`src/rtl/core/oac_ram.sv`:
```
// oac_ram: generic single write port, single read port ram with registered read
// no dependencies

module oac_ram #(
    parameter int WIDTH = 8,
    parameter int DEPTH = 16,
    parameter int AW    = (DEPTH > 1) ? $clog2(DEPTH) : 1
) (
    input  logic             aclk,
    input  logic             wr_en,
    input  logic [AW-1:0]    wr_addr,
    input  logic [WIDTH-1:0] wr_data,
    input  logic [AW-1:0]    rd_addr,
    output logic [WIDTH-1:0] rd_data
);

    logic [WIDTH-1:0] mem [DEPTH];
    logic [WIDTH-1:0] rd_data_reg;

    // write port
    always_ff @(posedge aclk) begin
        if (wr_en) begin
            mem[wr_addr] <= wr_data;
        end
    end

    // registered read port
    always_ff @(posedge aclk) begin
        rd_data_reg <= mem[rd_addr];
    end

    assign rd_data = rd_data_reg;

endmodule

```
`config.mk`:
```
export PLATFORM = sky130hd
export DESIGN_NAME = oac_ram
export DESIGN_NICKNAME = d
export VERILOG_FILES = /design/src/rtl/core/oac_ram.sv
export SDC_FILE = /design/constraint.sdc
export NUM_CORES = 1
export LEC_CHECK = 0
export ABC_AREA = 1
export ABC_CLOCK_PERIOD_IN_PS = 1400
export CAP_MARGIN = 20
export CORE_ASPECT_RATIO = 0.5
export CORE_MARGIN = 2
export CORE_UTILIZATION = 59
export CTS_CLUSTER_SIZE = 12
export DETAILED_ROUTE_END_ITERATION = 12
export DONT_BUFFER_PORTS = 1
export GPL_TIMING_DRIVEN = 0
export HOLD_SLACK_MARGIN = 0.06
export PLACE_DENSITY = 0.75
export SYNTH_ARGS = -nofsm -noshare
export SYNTH_HDL_FRONTEND = slang
export SYNTH_SLANG_ARGS = --single-unit
```
`constraint.sdc`:
```
create_clock -name aclk -period 1.4 [get_ports aclk]
set_input_delay 0.07 -clock aclk [delete_from_list [all_inputs] [get_ports aclk]]
set_output_delay 0.07 -clock aclk [all_outputs]
set_load 0.01 [all_outputs]
```
==> metrics.csv <==
metric,value,unit
wl_per_cell,18.8,microns
switching_share,0.210,
core,0.00948,sq mm
setup_violations,0,
antenna_found_initial,1,
rows,25,
p_sw,1970,uW
max_stage_delay,0.37,ns
drive_gt1_frac,0.0812,
wl_met1,5730,microns
synthesis.area,0.00577,sq mm
die_w,144,microns
critPathKind,reg -> reg,
vias,3928,
wl_met3,1080,microns
fillers,666,
synth.avg_cell_area,10.5,sq um
power.density,1430,mW/mm^2
path_buf_inv,1,
min_period,1.07,ns
crit_path_end_kind,flop,
die_height,73.9,microns
status,completed,
design_area,0.00658,sq mm
clkSinkCount,136,
crit_cells,6,
post_dp_cell_area,0.00594,sq mm
grt_max_degree,17,
ys_warn_count,0,
grtUsageTotal,0.280,
tns,0,ns
p_seq_frac,0.489,
cp_top_family,simple AND/OR/NAND/NOR gates,
io-pin-count,26,
dr.max_layer_used,met4,
nets,596,
drv_cap,0,
largest_register_ffs,128,
p_clk_frac,0.452,
cts-buffers-inserted,17,
cp_cell_sequence,"inv_1, nand2_1, nand3_1, nand3_1, nand3_1, nand2_1",
via_per_inst,5.40,
cts-root-buf,clkbuf_16,
ant_nets,0,
ir_worst_vdd,0.000897,V
post-cts-setup-buffers,0,
syn_to_final_growth,14.0,%
finalCritPeriodShare,0.767,
cp_max_fo,1,
die_area,0.0106,sq mm
yosysTopAreaCellShare,0.667,
hold_viol,0,
max-clock-path-buffers,2,
cpMostUsedCell,nand3_1,
power_frac_comb,0.059,
first_pass_iters,5,
cts_resized,0,
total_power,9400,uW
worst_pin_slew,0.836,ns
ys_types,12,
place_ws,0.00882,ns
relSlewSlack,0.440,
clk_latency,0.42,ns
yosysSeqAreaShare,0.694,
setup_ws,0.326,ns
wl,13600,microns
netlist_instances,551,
drtIter0Drc,437,
dr_wl_met2,6470,microns
r2r_setup_slack,0.33,ns
synth_top_cell_by_area,edfxtp_1,
syn_nets,569,
route.detailed.drc,0,
cp.required,1.70,ns
io_buffer_count,0,
start_kind,flop,
overflow,0,
hold_path.class,in -> reg,
arrival,1.37,ns
crit_path_top_delay_cell,edfxtp_1,
p_leak,0.00283,uW
hold_depth,3,
initial_core_util,0.608,
path_clk_slew,0.05,ns
maxSlewViolCount,0,
synth-seq-cells,136,
cts_tree,yes,
skew,0.00780,ns
gp_congestion,0.908,
rsz0062_at_grt,no,
fmax,931,MHz
yosys-top-cells-area,"edfxtp_1 (67%), nand2_1 (11%), nand3_1 (8.4%)",
internal_power,7430,uW
htreeDepth,4,
grt_pass1_vias,3766,
hold_ws,0.110,ns
grt_pass1_wl,20600,microns
place_hpwl,8560,microns
reg2reg_depth,6,
-- Yosys cell counts --
master and number:
buf_2 13, dfxtp_1 8, inv_1 100, buf_1 1, buf_6 6, nand3_1 97
edfxtp_1 128, buf_4 4, inv_2 2, nand2_1 173, nand3b_1 2, nor2_1 17
-- worst min-delay path: cells and delay by family --
family,cells,cell delay [ns]
buffers and inverters,1,0.20
and+or+nand+nor,2,0.20
-- cells by family after synthesis --
| kind of cell | Yosys count | synth area share |
|---|---|---|
| AND/OR/NAND/NOR | 289 | 0.210 |
| flip-flops | 136 | 0.694 |
| buffers and inverters | 126 | 0.0952 |
-- placed cells by master, fill, tap and decap left out, drive strengths merged --
cell / instances
buf: 24
bufinv: 2
clkbuf: 28
clkinv: 2
dfxtp: 8
diode: 1
dlygate4sd3: 8
edfxtp: 128
inv: 102
nand2: 173
nand3: 97
nand3b: 2
nor2: 17
-- routing by layer --
layer  GRT usage  vias up
met5           0        -
met4       0.137        0
met3      0.0691       31
met2       0.442      196
met1       0.375     1870
li1            -     1831
-- metrics by stage --
stage / util / cells
after floorplan: - / 551
final: 0.694 / 727
after detailed placement: 0.626 / 686
after global routing: 0.694 / 727
after CTS: 0.693 / 726
after global placement: 0.626 / 686
-- power groups by stage --
| stage | clock (uW) | sequential (uW) | combinational (uW) |
|---|---|---|---|
| finish | 4240 | 4600 | 557 |
| global route | 4430 | 4600 | 604 |
| floorplan | 0 | 4670 | 321 |
| global placement | 0 | 4680 | 454 |
| detailed placement | 0 | 4680 | 461 |
| CTS | 4240 | 4600 | 547 |
-- worst paths after layout --
| path | startpoint | endpoint |
|---|---|---|
| setup / recovery | mem[13][4] | rd_data[4] |
| hold / removal | rd_addr[3] | rd_data[0] |
| setup reg to reg | mem[13][4] | rd_data[4] |
| hold reg to reg | mem[10][6] | rd_data[6] |
-- area by class of cell --
class / instances / area, sq um / share of cell area
antenna: 1 / 2.50 / 0.000381
buffer: 24 / 166 / 0.0253
clock buffer: 28 / 487 / 0.0740
clock inverter: 4 / 70.1 / 0.0107
inverter: 102 / 383 / 0.0582
multi-input combinational: 289 / 1210 / 0.185
sequential: 136 / 4000 / 0.609
tap: 135 / 169 / 0.0257
timing repair buffer: 8 / 80.1 / 0.0122
-- timing repair --
item	CTS	global route
endpoints found under the hold margin	128	0
endpoints found under the setup margin	0	0
hold buffers	8	0
(Power assumes the default switching activity.)
